### src/rtl/jbt_pkg.sv
// Package: shared types, codes and constants for the journal block table
`default_nettype none

package jbt_pkg;

    // Default table depth and fixed field widths
    localparam int JBT_TABLE_DEPTH = 32;
    localparam int BLK_W           = 32;
    localparam int CNT_W           = 6;
    localparam int SLOT_W          = 5;
    localparam int MODE_W          = 3;
    localparam int STATUS_W        = 4;
    localparam int CFG_IDX_W       = 1;

    // Request modes
    localparam logic [MODE_W-1:0] MODE_BEGIN  = 3'd0;
    localparam logic [MODE_W-1:0] MODE_END    = 3'd1;
    localparam logic [MODE_W-1:0] MODE_WRITE  = 3'd2;
    localparam logic [MODE_W-1:0] MODE_READ   = 3'd3;
    localparam logic [MODE_W-1:0] MODE_DONE   = 3'd4;

    // Result status codes
    localparam logic [STATUS_W-1:0] ST_GRANTED     = 4'd0;
    localparam logic [STATUS_W-1:0] ST_WAIT        = 4'd1;
    localparam logic [STATUS_W-1:0] ST_ENDED       = 4'd2;
    localparam logic [STATUS_W-1:0] ST_COMMIT      = 4'd3;
    localparam logic [STATUS_W-1:0] ST_ABSORBED    = 4'd4;
    localparam logic [STATUS_W-1:0] ST_APPENDED    = 4'd5;
    localparam logic [STATUS_W-1:0] ST_READ        = 4'd6;
    localparam logic [STATUS_W-1:0] ST_CLEARED     = 4'd7;
    localparam logic [STATUS_W-1:0] ST_FULL        = 4'd8;
    localparam logic [STATUS_W-1:0] ST_OUTSIDE     = 4'd9;
    localparam logic [STATUS_W-1:0] ST_COMMITTING  = 4'd10;
    localparam logic [STATUS_W-1:0] ST_NO_COMMIT   = 4'd11;
    localparam logic [STATUS_W-1:0] ST_BAD_INDEX   = 4'd12;

    // Configuration register indexes
    localparam logic [CFG_IDX_W-1:0] CFG_LOG_LIMIT  = 1'd0;
    localparam logic [CFG_IDX_W-1:0] CFG_OP_RESERVE = 1'd1;

    // Largest open-operation count before begin saturates
    localparam logic [CNT_W-1:0] OPEN_MAX = 6'd63;

    typedef struct packed {
        logic [MODE_W-1:0]  mode;
        logic [BLK_W-1:0]   block_number;
        logic [SLOT_W-1:0]  entry_index;
    } jbt_in_t;

    typedef struct packed {
        logic [STATUS_W-1:0] status;
        logic [SLOT_W-1:0]   slot;
        logic [BLK_W-1:0]    block_out;
        logic [CNT_W-1:0]    entry_count;
        logic [CNT_W-1:0]    open_ops;
    } jbt_out_t;

    typedef struct packed {
        logic [CNT_W-1:0] log_limit;
        logic [CNT_W-1:0] op_reserve;
    } jbt_cfg_t;

    typedef enum logic [1:0] {
        JBT_IDLE,
        JBT_SEARCH,
        JBT_READ,
        JBT_RESP
    } jbt_state_t;

endpackage

`default_nettype wire

### src/rtl/jbt_ram.sv
// Block number table: single write port, registered read port
`default_nettype none

module jbt_ram #(
    parameter int TABLE_DEPTH = jbt_pkg::JBT_TABLE_DEPTH,
    parameter int AW          = $clog2(TABLE_DEPTH)
) (
    input  wire logic                     aclk,
    input  wire logic                     we,
    input  wire logic [AW-1:0]            waddr,
    input  wire logic [jbt_pkg::BLK_W-1:0] wdata,
    input  wire logic [AW-1:0]            raddr,
    output logic      [jbt_pkg::BLK_W-1:0] rdata
);
    import jbt_pkg::*;

    logic [BLK_W-1:0] mem [TABLE_DEPTH];

    // Write the appended block number
    always_ff @(posedge aclk) begin
        if (we) begin
            mem[waddr] <= wdata;
        end
    end

    // Registered read of the addressed entry
    always_ff @(posedge aclk) begin
        rdata <= mem[raddr];
    end

endmodule

`default_nettype wire

### src/rtl/jbt_ctrl.sv
// Request sequencer: admission counters, table search and result register
`default_nettype none

module jbt_ctrl #(
    parameter int TABLE_DEPTH = jbt_pkg::JBT_TABLE_DEPTH,
    parameter int AW          = $clog2(TABLE_DEPTH)
) (
    input  wire logic                      aclk,
    input  wire logic                      aresetn,
    input  wire jbt_pkg::jbt_cfg_t         cfg,
    input  wire logic                      s_valid,
    output logic                           s_ready,
    input  wire jbt_pkg::jbt_in_t          s_data,
    output logic                           m_valid,
    input  wire logic                      m_ready,
    output jbt_pkg::jbt_out_t              m_data,
    output logic                           ram_we,
    output logic [AW-1:0]                  ram_waddr,
    output logic [jbt_pkg::BLK_W-1:0]      ram_wdata,
    output logic [AW-1:0]                  ram_raddr,
    input  wire logic [jbt_pkg::BLK_W-1:0] ram_rdata
);
    import jbt_pkg::*;

    localparam logic [CNT_W:0] DEPTH_X = (CNT_W+1)'(TABLE_DEPTH);
    localparam int             NEED_W  = 2*CNT_W + 1;

    jbt_state_t       state_reg, state_next;
    logic [CNT_W-1:0] used_reg, used_next;
    logic [CNT_W-1:0] open_reg, open_next;
    logic             commit_reg, commit_next;
    logic [BLK_W-1:0] blk_reg, blk_next;
    logic [CNT_W-1:0] rd_idx_reg, rd_idx_next;
    logic [CNT_W-1:0] cmp_idx_reg, cmp_idx_next;
    logic             pend_reg, pend_next;
    jbt_out_t         res_reg, res_next;
    logic             m_valid_reg, m_valid_next;
    jbt_out_t         m_data_reg, m_data_next;

    logic [CNT_W:0]    lim;
    logic [NEED_W-1:0] need;
    logic              hit;
    logic              last_cmp;

    // Effective limit and admission demand
    always_comb begin
        lim  = ({1'b0, cfg.log_limit} < DEPTH_X) ? {1'b0, cfg.log_limit} : DEPTH_X;
        need = NEED_W'(used_reg) +
               NEED_W'((CNT_W+1)'(open_reg) + (CNT_W+1)'(1)) * NEED_W'(cfg.op_reserve);
        hit      = pend_reg && (ram_rdata == blk_reg);
        last_cmp = pend_reg && (cmp_idx_reg == used_reg - CNT_W'(1));
    end

    // Next state and outputs
    always_comb begin
        state_next   = state_reg;
        used_next    = used_reg;
        open_next    = open_reg;
        commit_next  = commit_reg;
        blk_next     = blk_reg;
        rd_idx_next  = rd_idx_reg;
        cmp_idx_next = cmp_idx_reg;
        pend_next    = pend_reg;
        res_next     = res_reg;
        m_valid_next = m_valid_reg;
        m_data_next  = m_data_reg;
        s_ready      = 1'b0;
        ram_we       = 1'b0;
        ram_waddr    = used_reg[AW-1:0];
        ram_wdata    = blk_reg;
        ram_raddr    = rd_idx_reg[AW-1:0];

        // Drop the result once taken
        if (m_valid_reg && m_ready) begin
            m_valid_next = 1'b0;
        end

        case (state_reg)
            JBT_IDLE: begin
                s_ready = 1'b1;
                if (s_valid) begin
                    blk_next              = s_data.block_number;
                    res_next              = '0;
                    res_next.status       = ST_OUTSIDE;
                    state_next            = JBT_RESP;
                    case (s_data.mode)
                        MODE_BEGIN: begin
                            if (commit_reg || open_reg == OPEN_MAX) begin
                                res_next.status = ST_WAIT;
                            end else if (need > NEED_W'(lim)) begin
                                res_next.status = ST_WAIT;
                            end else begin
                                open_next       = open_reg + CNT_W'(1);
                                res_next.status = ST_GRANTED;
                            end
                        end
                        MODE_END: begin
                            if (commit_reg) begin
                                res_next.status = ST_COMMITTING;
                            end else if (open_reg == '0) begin
                                res_next.status = ST_OUTSIDE;
                            end else begin
                                open_next = open_reg - CNT_W'(1);
                                if (open_reg == CNT_W'(1)) begin
                                    commit_next     = 1'b1;
                                    res_next.status = ST_COMMIT;
                                end else begin
                                    res_next.status = ST_ENDED;
                                end
                            end
                        end
                        MODE_WRITE: begin
                            if ({1'b0, used_reg} >= lim) begin
                                res_next.status = ST_FULL;
                            end else if (open_reg == '0) begin
                                res_next.status = ST_OUTSIDE;
                            end else begin
                                rd_idx_next = '0;
                                pend_next   = 1'b0;
                                state_next  = JBT_SEARCH;
                            end
                        end
                        MODE_READ: begin
                            if (!commit_reg) begin
                                res_next.status = ST_NO_COMMIT;
                            end else if ((CNT_W+1)'(s_data.entry_index) >=
                                             {1'b0, used_reg} ||
                                         (CNT_W+1)'(s_data.entry_index) >= DEPTH_X) begin
                                res_next.status = ST_BAD_INDEX;
                            end else begin
                                ram_raddr       = AW'(s_data.entry_index);
                                res_next.status = ST_READ;
                                res_next.slot   = s_data.entry_index;
                                state_next      = JBT_READ;
                            end
                        end
                        MODE_DONE: begin
                            if (!commit_reg) begin
                                res_next.status = ST_NO_COMMIT;
                            end else begin
                                used_next       = '0;
                                commit_next     = 1'b0;
                                res_next.status = ST_CLEARED;
                            end
                        end
                        default: begin
                            res_next.status = ST_OUTSIDE;
                        end
                    endcase
                end
            end

            JBT_SEARCH: begin
                // Issue the next read while the previous entry is compared
                if (rd_idx_reg < used_reg) begin
                    pend_next    = 1'b1;
                    cmp_idx_next = rd_idx_reg;
                    rd_idx_next  = rd_idx_reg + CNT_W'(1);
                end else begin
                    pend_next = 1'b0;
                end
                if (hit) begin
                    res_next.status = ST_ABSORBED;
                    res_next.slot   = cmp_idx_reg[SLOT_W-1:0];
                    state_next      = JBT_RESP;
                end else if (last_cmp || (!pend_reg && rd_idx_reg >= used_reg)) begin
                    ram_we          = 1'b1;
                    used_next       = used_reg + CNT_W'(1);
                    res_next.status = ST_APPENDED;
                    res_next.slot   = used_reg[SLOT_W-1:0];
                    state_next      = JBT_RESP;
                end
            end

            JBT_READ: begin
                res_next.block_out = ram_rdata;
                state_next         = JBT_RESP;
            end

            JBT_RESP: begin
                // Hold until the output register is free
                if (!m_valid_reg || m_ready) begin
                    m_valid_next            = 1'b1;
                    m_data_next             = res_reg;
                    m_data_next.entry_count = used_reg;
                    m_data_next.open_ops    = open_reg;
                    state_next              = JBT_IDLE;
                end
            end

            default: begin
                state_next = JBT_IDLE;
            end
        endcase
    end

    // Control registers
    always_ff @(posedge aclk) begin
        if (!aresetn) begin
            state_reg   <= JBT_IDLE;
            used_reg    <= '0;
            open_reg    <= '0;
            commit_reg  <= 1'b0;
            pend_reg    <= 1'b0;
            rd_idx_reg  <= '0;
            m_valid_reg <= 1'b0;
        end else begin
            state_reg   <= state_next;
            used_reg    <= used_next;
            open_reg    <= open_next;
            commit_reg  <= commit_next;
            pend_reg    <= pend_next;
            rd_idx_reg  <= rd_idx_next;
            m_valid_reg <= m_valid_next;
        end
    end

    // Payload registers
    always_ff @(posedge aclk) begin
        blk_reg     <= blk_next;
        cmp_idx_reg <= cmp_idx_next;
        res_reg     <= res_next;
        m_data_reg  <= m_data_next;
    end

    assign m_valid = m_valid_reg;
    assign m_data  = m_data_reg;

endmodule

`default_nettype wire

### src/rtl/journal_block_table_with_admission.sv
// Top level: journal admission and block absorption table
//
//  Port group   Direction  Contents
//  s_*          in         request: mode, block_number, entry_index
//  m_*          out        result: status, slot, block_out, entry_count, open_ops
//  cfg_*        in         register write: cfg_index, cfg_data (always ready)
//
//  Begin, end, commit done and bad requests go from the result register to the output register.
//  Read entry adds one table read through the registered memory port.
//  Record write searches the occupied entries, reading one table entry per cycle; an
//  absorb ends early, at the matching slot.
//  One request is in flight at a time; a stalled result holds in the output register.
//  Reset clears the counters and commit flag; the table needs no clearing pass.
`default_nettype none

module journal_block_table_with_admission #(
    parameter int TABLE_DEPTH = jbt_pkg::JBT_TABLE_DEPTH
) (
    input  wire logic                          aclk,
    input  wire logic                          aresetn,
    input  wire logic                          s_valid,
    output logic                               s_ready,
    input  wire jbt_pkg::jbt_in_t              s_data,
    output logic                               m_valid,
    input  wire logic                          m_ready,
    output jbt_pkg::jbt_out_t                  m_data,
    input  wire logic                          cfg_valid,
    output logic                               cfg_ready,
    input  wire logic [jbt_pkg::CFG_IDX_W-1:0] cfg_index,
    input  wire logic [jbt_pkg::CNT_W-1:0]     cfg_data
);
    import jbt_pkg::*;

    localparam int AW = $clog2(TABLE_DEPTH);

    jbt_cfg_t         cfg_reg;
    logic             ram_we;
    logic [AW-1:0]    ram_waddr;
    logic [BLK_W-1:0] ram_wdata;
    logic [AW-1:0]    ram_raddr;
    logic [BLK_W-1:0] ram_rdata;

    assign cfg_ready = 1'b1;

    // Configuration registers
    always_ff @(posedge aclk) begin
        if (!aresetn) begin
            cfg_reg.log_limit  <= CNT_W'(30);
            cfg_reg.op_reserve <= CNT_W'(10);
        end else if (cfg_valid && cfg_ready) begin
            case (cfg_index)
                CFG_LOG_LIMIT:  cfg_reg.log_limit  <= cfg_data;
                CFG_OP_RESERVE: cfg_reg.op_reserve <= cfg_data;
                default: begin
                end
            endcase
        end
    end

    jbt_ctrl #(
        .TABLE_DEPTH (TABLE_DEPTH),
        .AW          (AW)
    ) u_ctrl (
        .aclk      (aclk),
        .aresetn   (aresetn),
        .cfg       (cfg_reg),
        .s_valid   (s_valid),
        .s_ready   (s_ready),
        .s_data    (s_data),
        .m_valid   (m_valid),
        .m_ready   (m_ready),
        .m_data    (m_data),
        .ram_we    (ram_we),
        .ram_waddr (ram_waddr),
        .ram_wdata (ram_wdata),
        .ram_raddr (ram_raddr),
        .ram_rdata (ram_rdata)
    );

    jbt_ram #(
        .TABLE_DEPTH (TABLE_DEPTH),
        .AW          (AW)
    ) u_ram (
        .aclk  (aclk),
        .we    (ram_we),
        .waddr (ram_waddr),
        .wdata (ram_wdata),
        .raddr (ram_raddr),
        .rdata (ram_rdata)
    );

endmodule

`default_nettype wire

### config.mk
export PLATFORM = sky130hd
export DESIGN_NAME = journal_block_table_with_admission
export DESIGN_NICKNAME = d
export VERILOG_FILES = /design/src/rtl/jbt_pkg.sv /design/src/rtl/jbt_ram.sv /design/src/rtl/jbt_ctrl.sv /design/src/rtl/journal_block_table_with_admission.sv
export SDC_FILE = /design/constraint.sdc
export NUM_CORES = 2
export LEC_CHECK = 0
export BUFFER_PORTS_ARGS = -buffer_cell sky130_fd_sc_hd__buf_2
export CAP_MARGIN = 20
export CORE_MARGIN = 1.5
export CORE_UTILIZATION = 45
export CTS_BUF_LIST = sky130_fd_sc_hd__clkbuf_4 sky130_fd_sc_hd__clkbuf_8
export DETAILED_ROUTE_END_ITERATION = 12
export PLACE_DENSITY = 0.69
export SLEW_MARGIN = 30
export SYNTH_ARGS = -nofsm -noshare
export SYNTH_HDL_FRONTEND = slang
export SYNTH_HIERARCHICAL = 1
export SYNTH_SLANG_ARGS = --single-unit
### constraint.sdc
create_clock -name aclk -period 10.14 [get_ports aclk]
set_clock_uncertainty 0.2 [all_clocks]
set_input_delay 2.535 -clock aclk [delete_from_list [all_inputs] [get_ports aclk]]
set_output_delay 2.535 -clock aclk [all_outputs]
set_load 0.02 [all_outputs]
-- Word-level counts from Yosys, hierarchy flattened
Memories as Yosys holds them, arrays and structs flattened. A register that Yosys moved wholly into a read port is not among the register bits.
Cells that the tools add are included.
- register bits: 167
- bits in latches: 0
- RAM bits: 1024
- ROM bits: 0
- bits of input ports: 52
- word-level logic and storage cells: 160
- memories: 1
- memories (name ; depth ; bits a word ; read ports ; clocked after Yosys merged registers in ; write ports ; line ; source):
    u_ram.mem ; 32 ; 32 ; 1 ; 1 ; 1 ; jbt_ram.sv:17 ; logic [BLK_W-1:0] mem [TABLE_DEPTH];
- add/sub/neg operators: 7
- $mul: 1
- div/mod/pow operators: 0
- order comparisons: 6
- equal/unequal tests: 26
- shift-type cells: 0
- muxes and demuxes: 70
- bitwise gates (word level): 1
- reductions and logical operators: 29
- operator list (kind ; count):
    two-way mux 6 bit ; 15
    case mux 32 bit (2 select lines) ; 1
    two-way mux 53 bit ; 1
    two-way mux 5 bit ; 8
    case mux 6 bit (2 select lines) ; 3
    == test 32 bit ; 1
    two-way mux 4 bit ; 6
    two-way mux 1 bit ; 21
    != test 2 bit (second input constant) ; 10
    case mux 4 bit (5 select lines) ; 1
    adder 6 x 1 -> 6 bit (second input constant) ; 3
    two-way mux 9 bit ; 2
    case mux 9 bit (2 select lines) ; 1
    two-way mux 2 bit ; 7
    adder 6 x 13 -> 13 bit ; 1
    greater-than comparator 13 x 7 -> 1 bit ; 1
    multiplier 13 x 6 -> 13 bit ; 1
    AND reduction 2 bit ; 6
    AND reduction 6 bit ; 2
    subtractor 6 x 1 -> 6 bit (second input constant) ; 2
    AND reduction 3 bit ; 3
    != test 2 x 1 -> 1 bit (second input constant) ; 4
    case mux 2 bit (4 select lines) ; 1
    nonzero test 2 bit ; 4
    26 further kinds ; 35

-- Depth between registers and ports, before layout
- depth after elaboration: 9
- gate-level depth with buffers: 24

-- Modules after synthesis
Netlist, hierarchy kept.
- by module, submodules not included (module ; instances ; cells an instance ; area an instance (um^2)):
    jbt_ram ; 1 ; 2260 ; 40492.6
    jbt_ctrl ; 1 ; 726 ; 8564.5
    journal_block_table_with_admission ; 1 ; 56 ; 526.8

-- Worst setup path after synthesis
OpenSTA, ideal clock, no wires.
- path type: flip-flop to flip-flop
- start point: reg u_ctrl.open_reg[0]
- end point: reg u_ctrl.open_reg[2]
- library setup time: 0.059 ns
- arrival time: 5.967 ns
- slack: 3.914 ns
- stages on the path, launching flop included: 23
- clock period less this slack: 6.226 ns
- path through: dfxtp_1 clkbuf_1 inv_1 ha_1 nand2_1 fa_1 fa_1 inv_1 fa_1 inv_1 fa_1 inv_1 ha_1 xnor2_1 ha_1 a21oi_1 nand2_1 o22ai_1 nand2_1 or4_1 o41a_1 or4b_1 nand2_1
- word-level cells in the longest chain between the ends: 6
- elaborated cells on any way between the ends: 18
- classes of those cells: add/sub: 4; mul: 1; order compare: 1; eq/ne: 4; mux: 5; reduce/logical: 3
- RTL lines (element ; line ; source):
    from (decl) ; jbt_ctrl.sv:30 ; logic [CNT_W-1:0] open_reg, open_next;
    from (signal assigned) ; jbt_ctrl.sv:210 ; open_reg <= open_next;
    adder 6 x 1 -> 7 bit ; jbt_ctrl.sv:49 ; NEED_W'((CNT_W+1)'(open_reg) + (CNT_W+1)'(1)) * NEED_W'(cfg.op_reserve);
    multiplier 13 x 6 -> 13 bit ; jbt_ctrl.sv:49 ;
    adder 6 x 13 -> 13 bit ; jbt_ctrl.sv:48 ; need = NEED_W'(used_reg) +
    greater-than comparator 13 x 7 -> 1 bit ; jbt_ctrl.sv:90 ; end else if (need > NEED_W'(lim)) begin
    != test 2 bit (no source line) ; -- ;
    AND reduction 7 bit (no source line) ; -- ;
Several ways; a longest one is shown, not always the timed one. The select of a mux whose other input is x is not followed.
A chain may end at the register's enable or synchronous reset.

-- Final worst setup path
Ends and elaborated chain as after synthesis.

==> run summary <==
The run finished with clean final reports. The overall power of the completed layout is 11.5 mW. Using the TritonRoute via totals, the vias-per-cell ratio works out to 5.76. The floorplan die height came out at 335 um.

The mean post-synth cell area came out at 16.3 um^2. The number of failing setup endpoints in the final timing report came out at 0. For the finished layout, the period the worst path requires is between 7000 and 8000 ps. The clock reaches the later pin of the worst-skew pair after slightly below 900 ps.

The initial utilization of the core area, before any placement, comes to 0.455. Data on the critical path is required at its endpoint by 10740 ps. Data on the critical path arrives at its endpoint at 7630 ps. STA classifies the critical path startpoint as a register. The cell area after technology mapping came out at 49600 um^2. The top-level port count is approximately 110. The port buffer count came out at 106.

The portion of netlist area occupied by mux cells came out at 0.106. The sequential-to-total area share from yosys stat came out at 0.727. The core region is 109000 um^2.

The die area came out at 112000 um^2. The number of synthesized register bits came out at roughly 1200. The utilization after layout came out at 0.512. The clock-pin slew on the worst setup and hold paths is 70 ps. After detailed placement, the total cell area comes to around 52000 um^2. The synthesized-area fraction occupied by ao, oa, aoi and oai cells is 0.0532. The worst supply voltage drop on vdd is approximately 120 uV.

Before antenna repair, the detailed router went through 6 iterations. The master cell of the clock root buffer is sky130_fd_sc_hd__clkbuf_8. The worst hold path belongs to the class register to register.

The highest clock frequency the design can meet came out at between 100 and 150 MHz. The post-DP HPWL is approximately 67000 um. The number of CTS-inserted buffers came out at 190. The final weighted congestion in routability-driven placement came out at 0.852.

The count of max-cap constraint violations is 0. From left edge to right edge, the die measures 335 um. Of the total synthesized cell area, the portion taken by XOR and XNOR cells is 0.00989. The total wire length is 125000 um. Counting flops with an async set or reset pin after synthesis yields a share of 0. The setup slack of the worst register-to-register path came out at 3110 ps. Of the post-synthesis cell area, the dominant cell type holds 0.700. The maximum level of the CTS H-tree came out at 4. After detailed routing, the number of remaining DRC violations is 0. In the final layout, the share of cells above drive strength 1 is 0.162. The net count after synthesis is 3184. The power per unit of standard cell area is 207 nW/um^2. The net count of the finished layout is 3419. TritonCTS built the clock tree. The maximum number of pins on one net before global-route repair is 129.

The number of flip-flops in the largest register came out at roughly 1000. In this run the remaining antenna-violating nets after routing total 0. The gate count after technology mapping came out at 3042. The total global-route track usage came out at 0.219. The fill cell total of the finished layout is 8815.

The wire length of the first global-routing pass is ~180000 um. Of the total synthesized cell area, the portion taken by AND, OR, NAND and NOR gates is 0.0548. The total via count after detailed routing came out at 27900. In the final routed layout, each cell accounts on average for 25.7 um. The largest family of logic cells by synthesized area is multiplexers. The number of hold-repair buffers added at the cts stage came out at 0. The number of antenna violations at the first check in global routing came out at 8. In this run, post-CTS repair resized a total of 0 instances.

Counting flops with a built-in enable in the synthesized netlist gives 1156. The critical path is of the register to register type. The post-CTS repair timing setup buffer count is 0. Setup repair after global routing left no endpoint under its margin. OpenSTA, run right after detailed placement, puts the worst setup slack at 3120 ps. For this run, the leading register cell type out of synthesis is sky130_fd_sc_hd__edfxtp_1.

The slack of the critical path is 3110 ps. The number of placement rows is 121. The longest clock path from root to sink contains 3 buffers.

The first-iteration detailed-routing DRC count is 2832. The synthesized netlist contains 68 unique library cells. The number of global-route vias before repair is 26900. The final non-filler cell area came out at around 56000 um^2. At the pin with the least slew margin, the transition time is 976 ps. The worst hold margin came out at 211 ps.

After synthesis, the cell types taking the most area are sky130_fd_sc_hd__edfxtp_1, sky130_fd_sc_hd__mux2i_1, sky130_fd_sc_hd__dfxtp_1, sky130_fd_sc_hd__ha_1, sky130_fd_sc_hd__a22oi_1. The ratio of final minimum period to clock period is 0.694. During synthesis, Yosys emitted a total of 6 warnings.

The max-slew violation count is 0. For this design the static power due to leakage is 18.0 nW. The worst setup path is captured at a register. The peak fanout along the critical path is 15.

In this run, placement finished with an instance count of 4496. The final hold violation count is 0. The total congestion overflow came out at 0. The synthesis-to-finish area growth is 12.6%. The adder-cell share of the synthesized area is 0.0263. The worst pin sits at a relative slew slack of 0.347. The largest total area in the synthesized netlist belongs to sky130_fd_sc_hd__edfxtp_1.

The number of clock sinks came out at 1223. Excluding fillers, the count of instances in the completed layout stands at 4846. The aggregate negative setup slack is 0 ps.
-- layout make-up --
class / count / area [um^2] / area share
clock buffers: 273 / 3290 / 0.0590
multi-input cells: 1615 / 12700 / 0.228
flip-flops and latches: 1223 / 36100 / 0.646
well taps: 1414 / 1770 / 0.0317
inverters: 51 / 191 / 0.00343
clock inverters: 71 / 475 / 0.00851
repair buffers: 196 / 1330 / 0.0239
diodes: 3 / 7.51 / 0.000134
-- power by group --
part	internal, mW	switching [mW]	leakage [nW]
clock network	2.18	1.90	2.00
registers	6.02	0.180	11.0
logic	0.407	0.857	4.97
total	8.60	2.94	18.0
-- cells in the final DEF, fill, tap and decap left out, types with 64 or more instances in the layout --
| cell type | count |
|---|---|
| sky130_fd_sc_hd__a21oi_1 | 117 |
| sky130_fd_sc_hd__a22o_1 | 64 |
| sky130_fd_sc_hd__a22oi_1 | 103 |
| sky130_fd_sc_hd__buf_2 | 106 |
| sky130_fd_sc_hd__buf_4 | 78 |
| sky130_fd_sc_hd__clkbuf_4 | 74 |
| sky130_fd_sc_hd__clkbuf_8 | 199 |
| sky130_fd_sc_hd__dfxtp_1 | 67 |
| sky130_fd_sc_hd__edfxtp_1 | 1156 |
| sky130_fd_sc_hd__ha_1 | 66 |
| sky130_fd_sc_hd__mux2i_1 | 521 |
| sky130_fd_sc_hd__nand2_1 | 167 |
| sky130_fd_sc_hd__nand3_1 | 119 |
-- worst max-delay path: stages, from the launching register on --
cell	delay (ps)
sky130_fd_sc_hd__dfxtp_1	640
sky130_fd_sc_hd__ha_1	290
sky130_fd_sc_hd__nand3_1	120
sky130_fd_sc_hd__xor2_1	460
sky130_fd_sc_hd__nor2b_1	140
sky130_fd_sc_hd__fa_1	520
sky130_fd_sc_hd__inv_1	50
sky130_fd_sc_hd__fa_1	480
sky130_fd_sc_hd__inv_1	60
sky130_fd_sc_hd__fa_1	540
sky130_fd_sc_hd__inv_1	60
sky130_fd_sc_hd__fa_1	500
sky130_fd_sc_hd__inv_1	40
sky130_fd_sc_hd__ha_1	350
sky130_fd_sc_hd__xnor2_1	200
sky130_fd_sc_hd__ha_1	280
sky130_fd_sc_hd__a21oi_1	160
sky130_fd_sc_hd__nand2_1	70
sky130_fd_sc_hd__o22ai_1	160
sky130_fd_sc_hd__nand2_1	70
sky130_fd_sc_hd__or4_1	410
sky130_fd_sc_hd__o41a_1	540
sky130_fd_sc_hd__or4b_1	540
sky130_fd_sc_hd__nand2_1	80
-- cell families after synthesis --
| logic type | after synthesis |
|---|---|
| AO/OA/AOI/OAI | 392 |
| XOR/XNOR | 56 |
| adder cells (fa/ha/maj) | 90 |
| buffers and inverters | 204 |
| flip-flops | 1223 |
| multiplexers | 526 |
| other | 1 |
| AND/OR/NAND/NOR | 550 |
-- cell usage after synthesis, types with 2 or more instances --
library cell and n:
sky130_fd_sc_hd__clkbuf_1 54, sky130_fd_sc_hd__nor3_1 40, sky130_fd_sc_hd__buf_6 18, sky130_fd_sc_hd__a22oi_1 103, sky130_fd_sc_hd__buf_4 41, sky130_fd_sc_hd__nand2b_1 8
sky130_fd_sc_hd__nand3_1 119, sky130_fd_sc_hd__nand4_1 7, sky130_fd_sc_hd__o31ai_1 4, sky130_fd_sc_hd__a21boi_1 4, sky130_fd_sc_hd__a21oi_1 117, sky130_fd_sc_hd__inv_1 50
sky130_fd_sc_hd__or3b_2 3, sky130_fd_sc_hd__nor3b_1 5, sky130_fd_sc_hd__ha_1 66, sky130_fd_sc_hd__a22o_1 64, sky130_fd_sc_hd__xor2_1 40, sky130_fd_sc_hd__buf_2 32
sky130_fd_sc_hd__a211oi_1 2, sky130_fd_sc_hd__clkbuf_4 2, sky130_fd_sc_hd__nor4b_1 4, sky130_fd_sc_hd__nand3b_1 10, sky130_fd_sc_hd__mux2i_1 521, sky130_fd_sc_hd__nor2_1 68
sky130_fd_sc_hd__o21ai_1 11, sky130_fd_sc_hd__fa_1 24, sky130_fd_sc_hd__nor2b_1 34, sky130_fd_sc_hd__or3_1 7, sky130_fd_sc_hd__or4_1 4, sky130_fd_sc_hd__and3_1 4
sky130_fd_sc_hd__dfxtp_1 67, sky130_fd_sc_hd__xnor2_1 16, sky130_fd_sc_hd__mux2_2 4, sky130_fd_sc_hd__a31oi_1 35, sky130_fd_sc_hd__a21o_1 7, sky130_fd_sc_hd__edfxtp_1 1156
sky130_fd_sc_hd__nand2_1 168, sky130_fd_sc_hd__buf_1 6, sky130_fd_sc_hd__nor4_1 8, sky130_fd_sc_hd__o21a_1 3, sky130_fd_sc_hd__o21ai_0 16, sky130_fd_sc_hd__and2_1 54
sky130_fd_sc_hd__o211ai_1 10, sky130_fd_sc_hd__a211o_1 2
-- per-layer routing --
layer  vias to the layer above  part of all wire  global-route usage
met5                         -           0.00013                   0
met4                         2             0.029              0.0748
met3                       248             0.097              0.0571
met2                      1359              0.46               0.341
met1                     14000              0.42               0.300
li1                      12200                 -                   -
-- worst paths after layout --
check | start | to | cells after the start
max | u_ctrl/open_reg[0]$_SDFFE_PN0P_ | u_ctrl/open_reg[2]$_SDFFE_PN0P_ | 23
min | u_ctrl/res_reg[12]$_SDFFCE_PN0P_ | u_ctrl/m_data[12]$_DFFE_PP_ | 0
max reg2reg | u_ctrl/open_reg[0]$_SDFFE_PN0P_ | u_ctrl/open_reg[2]$_SDFFE_PN0P_ | 23
min reg2reg | u_ctrl/res_reg[12]$_SDFFCE_PN0P_ | u_ctrl/m_data[12]$_DFFE_PP_ | 0
No activity file was read; power rests on OpenSTA's default activity.
